===== src/hw/rtl/ekf_pkg.sv =====
`default_nettype none

package ekf_pkg;

  // Text store and window sizes
  localparam int BUFFER_BYTES = 1024;
  localparam int WINDOW_BYTES = 13;
  localparam int LEN_W        = $clog2(BUFFER_BYTES + 1);
  localparam int WIN_BITS     = WINDOW_BYTES * 8;

  // Result field widths
  localparam int POS_W = 10;
  localparam int IDX_W = 5;
  localparam int KLEN_W = 4;
  localparam int REM_W = 11;

  // Keyword table
  localparam int KW_COUNT = 17;

  // Each keyword packed with its final character in the low byte, so byte i
  // lines up with window entry i (entry 0 is the newest byte).
  localparam logic [WIN_BITS-1:0] KW_TEXT [KW_COUNT] = '{
    WIN_BITS'("eversionR"),     WIN_BITS'("eversionL"),
    WIN_BITS'("dorsiflexionU"), WIN_BITS'("dorsiflexionD"),
    WIN_BITS'("extensionU"),    WIN_BITS'("extensionD"),
    WIN_BITS'("motor1H"),       WIN_BITS'("motor1AH"),
    WIN_BITS'("motor2H"),       WIN_BITS'("motor2AH"),
    WIN_BITS'("motor3H"),       WIN_BITS'("motor3AH"),
    WIN_BITS'("goHome1"),       WIN_BITS'("goHome2"),
    WIN_BITS'("goHome3"),       WIN_BITS'("goHome"),
    WIN_BITS'("setHome")
  };

  localparam logic [KLEN_W-1:0] KW_LEN [KW_COUNT] = '{
    4'd9, 4'd9, 4'd13, 4'd13, 4'd10, 4'd10, 4'd7, 4'd8, 4'd7,
    4'd8, 4'd7, 4'd8, 4'd7, 4'd7, 4'd7, 4'd6, 4'd7
  };

  // Keywords that end on the same byte start earliest when longest; this
  // order is longest first, lower index first among equal lengths.
  localparam logic [IDX_W-1:0] KW_ORDER [KW_COUNT] = '{
    5'd2, 5'd3, 5'd4, 5'd5, 5'd0, 5'd1, 5'd7, 5'd9, 5'd11,
    5'd6, 5'd8, 5'd10, 5'd12, 5'd13, 5'd14, 5'd16, 5'd15
  };

  // One classified byte on its way from the front to the back
  typedef struct packed {
    logic [7:0]       text;
    logic             take;
    logic             last;
    logic [LEN_W-1:0] length;
  } ekf_entry_t;

  // Queue status seen by the front
  typedef struct packed {
    logic full;
  } ekf_qstat_t;

endpackage

`default_nettype wire


===== src/hw/rtl/ekf_front.sv =====
`default_nettype none

module ekf_front import ekf_pkg::*; (
  input  wire logic       clk,
  input  wire logic       rst,
  input  wire logic       in_valid,
  output logic            in_stall,
  input  wire logic [7:0] text_byte,
  input  wire logic       last_byte,
  input  wire ekf_qstat_t qstat,
  output logic            push,
  output ekf_entry_t      push_entry
);

  logic             ended;
  logic [LEN_W-1:0] count;
  logic             open_text;
  logic             take;

  // Classify the byte: counted text, terminator or ignored
  assign open_text = !ended && (count < LEN_W'(BUFFER_BYTES));
  assign take      = open_text && (text_byte != 8'd0);

  assign in_stall = qstat.full;
  assign push     = in_valid && !qstat.full;

  assign push_entry.text   = text_byte;
  assign push_entry.take   = take;
  assign push_entry.last   = last_byte;
  assign push_entry.length = take ? count + LEN_W'(1) : count;

  // Track text end and length; clear after the last byte of a buffer
  always_ff @(posedge clk) begin
    if (rst) begin
      ended <= 1'b0;
      count <= '0;
    end else if (push) begin
      if (last_byte) begin
        ended <= 1'b0;
        count <= '0;
      end else if (take) begin
        count <= count + LEN_W'(1);
      end else if (open_text) begin
        ended <= 1'b1;
      end
    end
  end

endmodule

`default_nettype wire


===== src/hw/rtl/ekf_queue.sv =====
`default_nettype none

module ekf_queue import ekf_pkg::*; (
  input  wire logic       clk,
  input  wire logic       rst,
  input  wire logic       push,
  input  wire ekf_entry_t push_entry,
  output ekf_qstat_t      qstat,
  input  wire logic       pop,
  output logic            head_valid,
  output ekf_entry_t      head
);

  localparam int DEPTH = 4;
  localparam int PTR_W = $clog2(DEPTH);
  localparam int CNT_W = $clog2(DEPTH + 1);

  ekf_entry_t       mem [DEPTH];
  logic [PTR_W-1:0] wr_ptr;
  logic [PTR_W-1:0] rd_ptr;
  logic [CNT_W-1:0] fill;

  assign qstat.full = (fill == CNT_W'(DEPTH));
  assign head_valid = (fill != '0);
  assign head       = mem[rd_ptr];

  // Store pushed entries
  always_ff @(posedge clk) begin
    if (push) begin
      mem[wr_ptr] <= push_entry;
    end
  end

  // Advance pointers and fill level
  always_ff @(posedge clk) begin
    if (rst) begin
      wr_ptr <= '0;
      rd_ptr <= '0;
      fill   <= '0;
    end else begin
      if (push) begin
        wr_ptr <= wr_ptr + PTR_W'(1);
      end
      if (pop) begin
        rd_ptr <= rd_ptr + PTR_W'(1);
      end
      if (push && !pop) begin
        fill <= fill + CNT_W'(1);
      end else if (!push && pop) begin
        fill <= fill - CNT_W'(1);
      end
    end
  end

endmodule

`default_nettype wire


===== src/hw/rtl/ekf_back.sv =====
`default_nettype none

module ekf_back import ekf_pkg::*; (
  input  wire logic              clk,
  input  wire logic              rst,
  input  wire logic              head_valid,
  input  wire ekf_entry_t        head,
  output logic                   pop,
  output logic                   out_valid,
  input  wire logic              out_stall,
  output logic                   found,
  output logic [IDX_W-1:0]       keyword_index,
  output logic [POS_W-1:0]       start_position,
  output logic [KLEN_W-1:0]      keyword_length,
  output logic [REM_W-1:0]       remaining_length
);

  logic [WIN_BITS-1:0] window;
  logic                best_found;
  logic [LEN_W-1:0]    best_start;
  logic [IDX_W-1:0]    best_kw;
  logic [LEN_W-1:0]    best_end;

  logic [WIN_BITS-1:0] win_next;
  logic [KW_COUNT-1:0] hit;
  logic                pick_valid;
  logic [IDX_W-1:0]    pick;
  logic [LEN_W-1:0]    pick_start;
  logic                better;
  logic                best_found_next;
  logic [LEN_W-1:0]    best_start_next;
  logic [IDX_W-1:0]    best_kw_next;
  logic [LEN_W-1:0]    best_end_next;
  logic                out_free;

  // Shift the new byte into the window and compare every keyword
  always_comb begin
    win_next = {window[WIN_BITS-9:0], head.text};
    for (int k = 0; k < KW_COUNT; k++) begin
      hit[k] = head.take && (head.length >= LEN_W'(KW_LEN[k]));
      for (int i = 0; i < WINDOW_BYTES; i++) begin
        if (i < int'(KW_LEN[k]) && win_next[i*8 +: 8] != KW_TEXT[k][i*8 +: 8]) begin
          hit[k] = 1'b0;
        end
      end
    end
  end

  // Pick the earliest-starting hit of this byte
  always_comb begin
    pick_valid = 1'b0;
    pick       = '0;
    for (int n = KW_COUNT - 1; n >= 0; n--) begin
      if (hit[KW_ORDER[n]]) begin
        pick_valid = 1'b1;
        pick       = KW_ORDER[n];
      end
    end
    pick_start = head.length - LEN_W'(KW_LEN[pick]);
  end

  // Keep the earliest match, lower index on equal start
  always_comb begin
    better = pick_valid && (!best_found || pick_start < best_start ||
             (pick_start == best_start && pick < best_kw));
    best_found_next = best_found || better;
    best_start_next = better ? pick_start  : best_start;
    best_kw_next    = better ? pick        : best_kw;
    best_end_next   = better ? head.length : best_end;
  end

  assign out_free = !out_valid || !out_stall;
  assign pop      = head_valid && (!head.last || out_free);

  // Advance the search state; clear it after the last byte
  always_ff @(posedge clk) begin
    if (rst) begin
      window     <= '0;
      best_found <= 1'b0;
      best_start <= '1;
      best_kw    <= '0;
      best_end   <= '0;
    end else if (pop) begin
      if (head.last) begin
        window     <= '0;
        best_found <= 1'b0;
        best_start <= '1;
        best_kw    <= '0;
        best_end   <= '0;
      end else if (head.take) begin
        window     <= win_next;
        best_found <= best_found_next;
        best_start <= best_start_next;
        best_kw    <= best_kw_next;
        best_end   <= best_end_next;
      end
    end
  end

  // Hold the result until the downstream side takes the transfer
  always_ff @(posedge clk) begin
    if (rst) begin
      out_valid <= 1'b0;
    end else if (pop && head.last) begin
      out_valid <= 1'b1;
    end else if (!out_stall) begin
      out_valid <= 1'b0;
    end
  end

  always_ff @(posedge clk) begin
    if (pop && head.last) begin
      found            <= best_found_next;
      keyword_index    <= best_found_next ? best_kw_next : '0;
      start_position   <= best_found_next ? best_start_next[POS_W-1:0] : '0;
      keyword_length   <= best_found_next ? KW_LEN[best_kw_next] : '0;
      remaining_length <= best_found_next ?
                          REM_W'(head.length - best_end_next) : '0;
    end
  end

endmodule

`default_nettype wire


===== src/hw/rtl/earliest_keyword_finder.sv =====
`default_nettype none

// Earliest keyword finder. Command text arrives one byte per transfer on the
// input channel, with last_byte marking the final byte of a buffer; a zero
// byte ends the text and bytes after it, or beyond 1024 text bytes, are
// ignored. After the last byte one result transfer reports whether any of the
// 17 command keywords occurred, which one starts earliest (lower table index
// on equal start), where it starts, its length and how many text bytes follow
// it. One byte is taken every clock cycle while the queue is not full; the
// whole keyword compare and best match update of a byte is combinational in
// the back end. The front end and the back end are parted by a four-entry
// queue, so input transfers go on while a result waits on a stalled output.
// The last byte goes through the queue; its pop registers the result.
module earliest_keyword_finder import ekf_pkg::*; (
  input  wire logic              clk,
  input  wire logic              rst,
  input  wire logic              in_valid,
  output logic                   in_stall,
  input  wire logic [7:0]        text_byte,
  input  wire logic              last_byte,
  output logic                   out_valid,
  input  wire logic              out_stall,
  output logic                   found,
  output logic [IDX_W-1:0]       keyword_index,
  output logic [POS_W-1:0]       start_position,
  output logic [KLEN_W-1:0]      keyword_length,
  output logic [REM_W-1:0]       remaining_length
);

  ekf_qstat_t qstat;
  logic       push;
  ekf_entry_t push_entry;
  logic       pop;
  logic       head_valid;
  ekf_entry_t head;

  ekf_front u_front (
    .clk        (clk),
    .rst        (rst),
    .in_valid   (in_valid),
    .in_stall   (in_stall),
    .text_byte  (text_byte),
    .last_byte  (last_byte),
    .qstat      (qstat),
    .push       (push),
    .push_entry (push_entry)
  );

  ekf_queue u_queue (
    .clk        (clk),
    .rst        (rst),
    .push       (push),
    .push_entry (push_entry),
    .qstat      (qstat),
    .pop        (pop),
    .head_valid (head_valid),
    .head       (head)
  );

  ekf_back u_back (
    .clk              (clk),
    .rst              (rst),
    .head_valid       (head_valid),
    .head             (head),
    .pop              (pop),
    .out_valid        (out_valid),
    .out_stall        (out_stall),
    .found            (found),
    .keyword_index    (keyword_index),
    .start_position   (start_position),
    .keyword_length   (keyword_length),
    .remaining_length (remaining_length)
  );

endmodule

`default_nettype wire


===== config.mk =====
export PLATFORM = sky130hd
export DESIGN_NAME = earliest_keyword_finder
export DESIGN_NICKNAME = d
export VERILOG_FILES = /design/src/hw/rtl/ekf_pkg.sv /design/src/hw/rtl/ekf_front.sv /design/src/hw/rtl/ekf_queue.sv /design/src/hw/rtl/ekf_back.sv /design/src/hw/rtl/earliest_keyword_finder.sv
export SDC_FILE = /design/constraint.sdc
export NUM_CORES = 1
export LEC_CHECK = 0
export ABC_AREA = 1
export BUFFER_PORTS_ARGS = -buffer_cell sky130_fd_sc_hd__buf_2
export CORE_MARGIN = 3
export CORE_UTILIZATION = 53
export CTS_CLUSTER_SIZE = 8
export DETAILED_ROUTE_END_ITERATION = 8
export PLACE_DENSITY = 0.76
export SYNTH_ARGS = -nofsm -noshare
export SYNTH_HDL_FRONTEND = slang
export SYNTH_SLANG_ARGS = --single-unit

===== constraint.sdc =====
create_clock -name clk -period 7.5 [get_ports clk]
set_input_delay 1.125 -clock clk [delete_from_list [all_inputs] [get_ports clk]]
set_output_delay 1.125 -clock clk [all_outputs]
set_load 0.02 [all_outputs]

After elaboration in Yosys (flattened, before gate mapping)
Memories as Yosys holds them, arrays and structs flattened. A register that Yosys moved wholly into a read port is not among the register bits.
Cells that the tools add are included.
- muxes and demuxes: 199
- bitwise operators: 2
- $add $sub $neg: 7
- magnitude comparators: 10
- multiply operators: 0
- shift-type cells: 0
- reduce and logical (&&, ||, !) cells: 38
- equality and inequality tests: 59
- divide/modulo/power cells: 0
- operators by type and width (operator ; number):
    $ne A8 B7 Y1 const B ; 46
    $mux W96 ; 2
    $mux W1 ; 163
    $mux W5 ; 19
    $mux W11 ; 8
    $ne A8 B6 Y1 const B ; 9
    $ge A11 B4 Y1 const B ; 4
    $ge A11 B3 Y1 const B ; 2
    $logic_and A1 B1 Y1 ; 15
    $mux W4 ; 3
    $not A5 Y6 ; 2
    $add A11 B1 Y11 const B ; 1
    $eq A11 B11 Y1 ; 1
    $lt A11 B11 Y1 ; 1
    $lt A11 B11 Y1 const B ; 1
    $sub A11 B11 Y11 ; 1
    $sub A11 B4 Y11 ; 1
    $logic_not A1 Y1 ; 9
    $reduce_bool A2 Y1 ; 4
    $reduce_bool A8 Y1 ; 1
    $ge A6 B6 Y1 const B ; 1
    $mux W3 ; 2
    $reduce_and A3 Y1 ; 2
    $logic_or A1 B1 Y1 ; 5
    other kinds (10) ; 12
- bits in writable memories: 84
- bits in registers: 171
- memories kept: 3
- ROM bits: 256
- bits in latches: 0
- memory list (memory ; depth ; width ; read ports ; clocked after Yosys merged registers in ; write ports ; line ; source):
    (name not given) ; 32 ; 4 ; 1 ; 0 ; 0 ; ekf_back.sv:59 ; pick_start = head.length - LEN_W'(KW_LEN[pick]);
    (name not given) ; 32 ; 4 ; 1 ; 1 ; 0 ; ekf_back.sv:116 ; keyword_length <= best_found_next ? KW_LEN[best_kw_next] : '0;
    u_queue.mem ; 4 ; 21 ; 1 ; 1 ; 1 ; ekf_queue.sv:18 ; ekf_entry_t mem [DEPTH];

Longest topological paths before layout
- depth after elaboration: 37
- mapped depth: 59

Modules after synthesis
Synthesis repeated with hierarchy kept, for this count alone.
- cells, all modules: 1814
- area, all modules: 13890.8 um^2
- by module, submodules not included (module ; area each (um^2) ; times used ; seq. area each (um^2) ; cells an instance):
    ekf_back ; 9292.7 ; 1 ; 3433.3 ; 1398
    ekf_queue ; 3616.0 ; 1 ; 2702.6 ; 263
    ekf_front ; 982.2 ; 1 ; 240.2 ; 153

Worst setup path after synthesis
No wires, ideal clock.
- path kind: reg-to-reg
- start: register (tool-made name)
- end: register u_back.remaining_length[10] (data pin)
- slack: 0.638 ns
- stages on the path, launching flop included: 57
- setup time: 0.255 ns
- arrival time: 6.607 ns
- period minus slack after synthesis: 6.862 ns
- data required time: 7.245 ns
- path buffers: 3
- cells stage by stage: dfxtp_1 > buf_6 > buf_6 > nand2_1 > nand3_1 > nand2_2 > inv_2 > nand2_1 > nor2_1 > nor2_2 > nor2_4 > inv_4 > nor2_4 > nand3_1 > a21boi_0 > nand4_1 > nand4_1 > nand2_1 > [21 not listed] > o21ai_2 > ha_1 > fa_1 > inv_1 > nand2_1 > nand2_1 > a21oi_1 > o21ai_0 > and2_1 > nor2_1 > nor2_1 > nor2_1 > nor2_1 > nor2_1 > o21bai_1 > nand3_1 > nand2_1 > nor2_1
- RTL lines (item ; line ; source):
    end signal: assignment ; ekf_back.sv:117 ; remaining_length <= best_found_next ?
    end: declaration ; ekf_back.sv:15 ; output logic [REM_W-1:0] remaining_length

==> summary.md <==
| Metric | Value |
|---|---|
| Syn_area_per_cell | 7.65 um^2 |
| Total gr overflow | 0 |
| #FFs+latches synth | 261 |
| Routed WL | 36.0 mm |
| Max Buffers Root-to-Sink | 3 |
| Nets | 1944 |
| Worst path arrival time | 7620 ps |
| Final setup viols | 0 |
| First-pass GRT wire length | 55.7 mm |
| Dominant synthesized flop cell | dfxtp_1 |
| Number of distinct library cells after synthesis | 58 |
| Initial antenna violation count | 0 |
| Tot Pwr | 6.10 mW |
| Cell with the most instances after synthesis | nand2_1 |
| Top post-synthesis cells by area | edfxtp_1 25%, dfxtp_1 21%, nand2_1 15%, a21oi_1 5.8%, inv_1 5.2% |
| Asr flop ratio synth | 0% |
| Post-synth EDFFs | 115 |
| Area Overhead vs Synth | 20.3% |
| Max-slew violations | 0 |
| P per Cell Area | 372 mW/mm^2 |
| Post-Route Setup TNS | 0 ps |
| Per-cell routed wire length | 16.0 um |
| Max-cap viol count | 0 |
| Layer with the highest usage | met2 |
| Rows | 58 |
| Slew HR | 25.3% |
| # port buffers | 45 |
| Clk pwr share | 25.2% |
| TritonRoute pass-1 iters | 6 |
| Synth Cell Area | 0.0136 mm^2 |
| Kind of critical path | reg -> reg |
| Cell taking the most area after synthesis | edfxtp_1 |
| Yosys top cell area share | 25.3% |
| Dpl hpwl | 24.4 mm |
| Clk_skew | 16.2 ps |
| Largest net degree at the start of global routing | 89 |
| Worst setup SP type | flop |
| Iter 0 DRT Violations | 1148 |
| CTS Buf Count | 38 |
| Critical path peak fanout | 7 |
| Share of power burned in registers | 29.4% |
| Sequential Area | 0.00639 mm^2 |
| Drt via density | 5.51 |
| Hold Crit Depth | 2 |
| Top post-synthesis cells by count | 530 x nand2_1, 189 x inv_1, 163 x nor2_1 |
| Gate power share | 45.3% |
| Worst path max stage delay | 490 ps |
| Horiz. Die Dim | 166 um |
| Die Span Y | 166 um |
| Reg2reg path depth | 54 |
| Starting Density | 54.0% |
| Fillers | 2072 |
| Detail Route Antenna Nets | 0 |
| Total GRT Usage | 23.9% |
| GR Util met1 | 32.7% |
| Proportion of layout cells with a drive suffix above 1 | 18.6% |
| Synth Warn # | 0 |
| Syn_nets | 1836 |
| Register area share after synthesis | 46.7% |
| Final hold vios | 0 |
| Fmax | 0.136 GHz |
| Die area | 0.0277 mm^2 |
| Required @ worst endpoint | 7770 ps |
| WHS | 460 ps |
| Post-route minimum period | 7350 ps |
| Final setup margin | 145 ps |
| Detailed-route DRC error count | 0 |
| Leakage power total | 6.33 nW |
| Finished Core Util | 65.0% |
| Crit path depth | 54 |
| Switch share | 41.3% |
| Vias in the first global route | 11300 |
| TritonCTS clock tree | done |
| Internal power | 3.58 mW |
| Worst-margin pin slew | 1120 ps |
| Crit-path leading delay family | simple AND/OR/NAND/NOR gates |
| Root Driver | clkbuf_16 |
| Ant diodes | 0 |
| Clk_lat worst skew | 520 ps |
| Hold Crit Class | reg -> reg |
| Critical Path End Type | flop |
| Footprint of the multi-input gates | 0.00673 mm^2 |
| Core area | 0.0253 mm^2 |
| Post-Place Worst Slack | -231 ps |
| Switch Pwr | 2.52 mW |
| Period utilization | 98.1% |
| Reg clk slew, reported paths | 50 ps |
| Routability congestion estimate | 0.999 |
| Status | finished, final reports clean |
| Max VDD drop | 0.000278 V |
| Met2 usage | 39.6% |
| Buf/Inv on CP | 6 |
| Slowest CP cell | dfxtp_4 |
| RSZ-0062 raised after global routing | true |
| H-tree Lvls | 2 |
| Clk sinks | 261 |
| Syn Inst Count | 1785 |
| Vias post-DR | 12400 |
| Top cell by count, worst path | nand2_2 |
| Boundary Pins | 46 |
| Met3 Use GR | 3.58% |
[worst paths after layout]
| kind | to | startpoint | slack (ps) |
|---|---|---|---|
| min reg2reg | u_back.window[90] | u_back.window[90] | 460 |
| max | u_back.remaining_length[10] | flop | 150 |
| max reg2reg | u_back.remaining_length[10] | flop | 150 |
| min | u_back.window[90] | u_back.window[90] | 460 |
[cell usage in the layout, fill, tap and decap left out, types with 6 or more instances in the layout]
cell / netlist / layout
a21oi_1: 157 / 155
buf_2: 12 / 44
buf_4: 4 / 67
buf_6: 9 / 8
clkbuf_1: 33 / 20
clkbuf_16: 0 / 43
dfxtp_1: 146 / 139
dfxtp_2: 0 / 6
edfxtp_1: 115 / 115
ha_1: 35 / 30
inv_1: 189 / 181
inv_2: 15 / 18
nand2_1: 530 / 495
nand2_2: 14 / 37
nand2_4: 3 / 14
nand3_1: 98 / 79
nand3_2: 4 / 20
nand3b_1: 6 / 6
nand4_1: 42 / 42
nor2_1: 163 / 134
nor2_2: 6 / 21
nor2_4: 4 / 18
nor3_1: 46 / 43
nor4_1: 22 / 20
o21a_1: 9 / 8
o21ai_0: 22 / 15
o21ai_1: 24 / 26
o21ai_2: 4 / 7
or2_2: 7 / 7
xnor2_1: 7 / 7
xor2_1: 14 / 14
[worst register-to-register path, delay by kind of cell, from the launching register on]
| family | cells | cell delay [ps] |
|---|---|---|
| compound gates | 8 | 1180 |
| fa+ha+maj | 4 | 1070 |
| simple gates | 35 | 3700 |
| buf+inv | 6 | 550 |
| flops | 1 | 490 |
| xor+xnor | 1 | 160 |
[repair_timing]
action / CTS / global route
gates cloned: 0 / 7
resized for setup: 6 / 174
hold buffers: 0 / 0
buffers inserted: 0 / 42
pin swaps: 1 / 75
setup endpoints to repair: 3 / 6
[routing by layer]
layer | vias to the layer above | part of all wire (%) | wire length, um
li1 | 6081 | - | -
met3 | 86 | 6.4 | 2320
met4 | 0 | 2.6 | 948
met2 | 435 | 48 | 17400
met1 | 5763 | 43 | 15400
met5 | - | 0 | 0
[layout make-up]
cell class / count / share of cell area (%)
clock buffer: 59 / 6.33
timing repair buffer: 127 / 6.08
inverter: 207 / 4.90
multi-input combinational: 1257 / 41.0
tap: 330 / 2.52
sequential: 261 / 38.9
timing repair inverter: 1 / 0.0534
clock inverter: 3 / 0.206
[metrics by stage]
stage          std cells  instance area [um^2]
2_1_floorplan       1785                 13600
3_3_place_gp        2134                 14200
3_5_place_dp        2134                 14200
4_1_cts             2196                 15300
5_1_grt             2245                 16400
6_report            2245                 16400
[flip-flops by register name (all words and copies together) (netlist names), 3 cells and up, named ones only]
signal / cells
u_back.best_end: 11
u_back.best_kw: 5
u_back.best_start: 11
u_back.keyword_index: 5
u_back.keyword_length: 4
u_back.remaining_length: 11
u_back.start_position: 10
u_back.window: 96
u_front.count: 11
u_queue.fill: 3
u_queue.mem: 84
[power groups by stage]
stage          Sequential, mW  Combinational [mW]  Clock (mW)
3_3_place_gp             1.80                2.12           0
6_report                 1.79                2.77        1.54
4_1_cts                  1.78                2.18        1.57
3_5_place_dp             1.80                2.16           0
5_1_grt                  1.81                3.00        1.63
2_1_floorplan            1.90                1.50           0
[kinds of logic after synthesis]
| family | count (synthesis) | synth area share, % |
|---|---|---|
| and+or+nand+nor | 963 | 30.8 |
| buffers and inverters | 267 | 8.16 |
| DFF | 261 | 46.7 |
| AOI/OAI and AO/OA | 235 | 9.30 |
| adders and majority gates | 38 | 3.65 |
| xor gates and xnor gates | 21 | 1.35 |
Note: power is estimated with default switching activity, not from simulation.
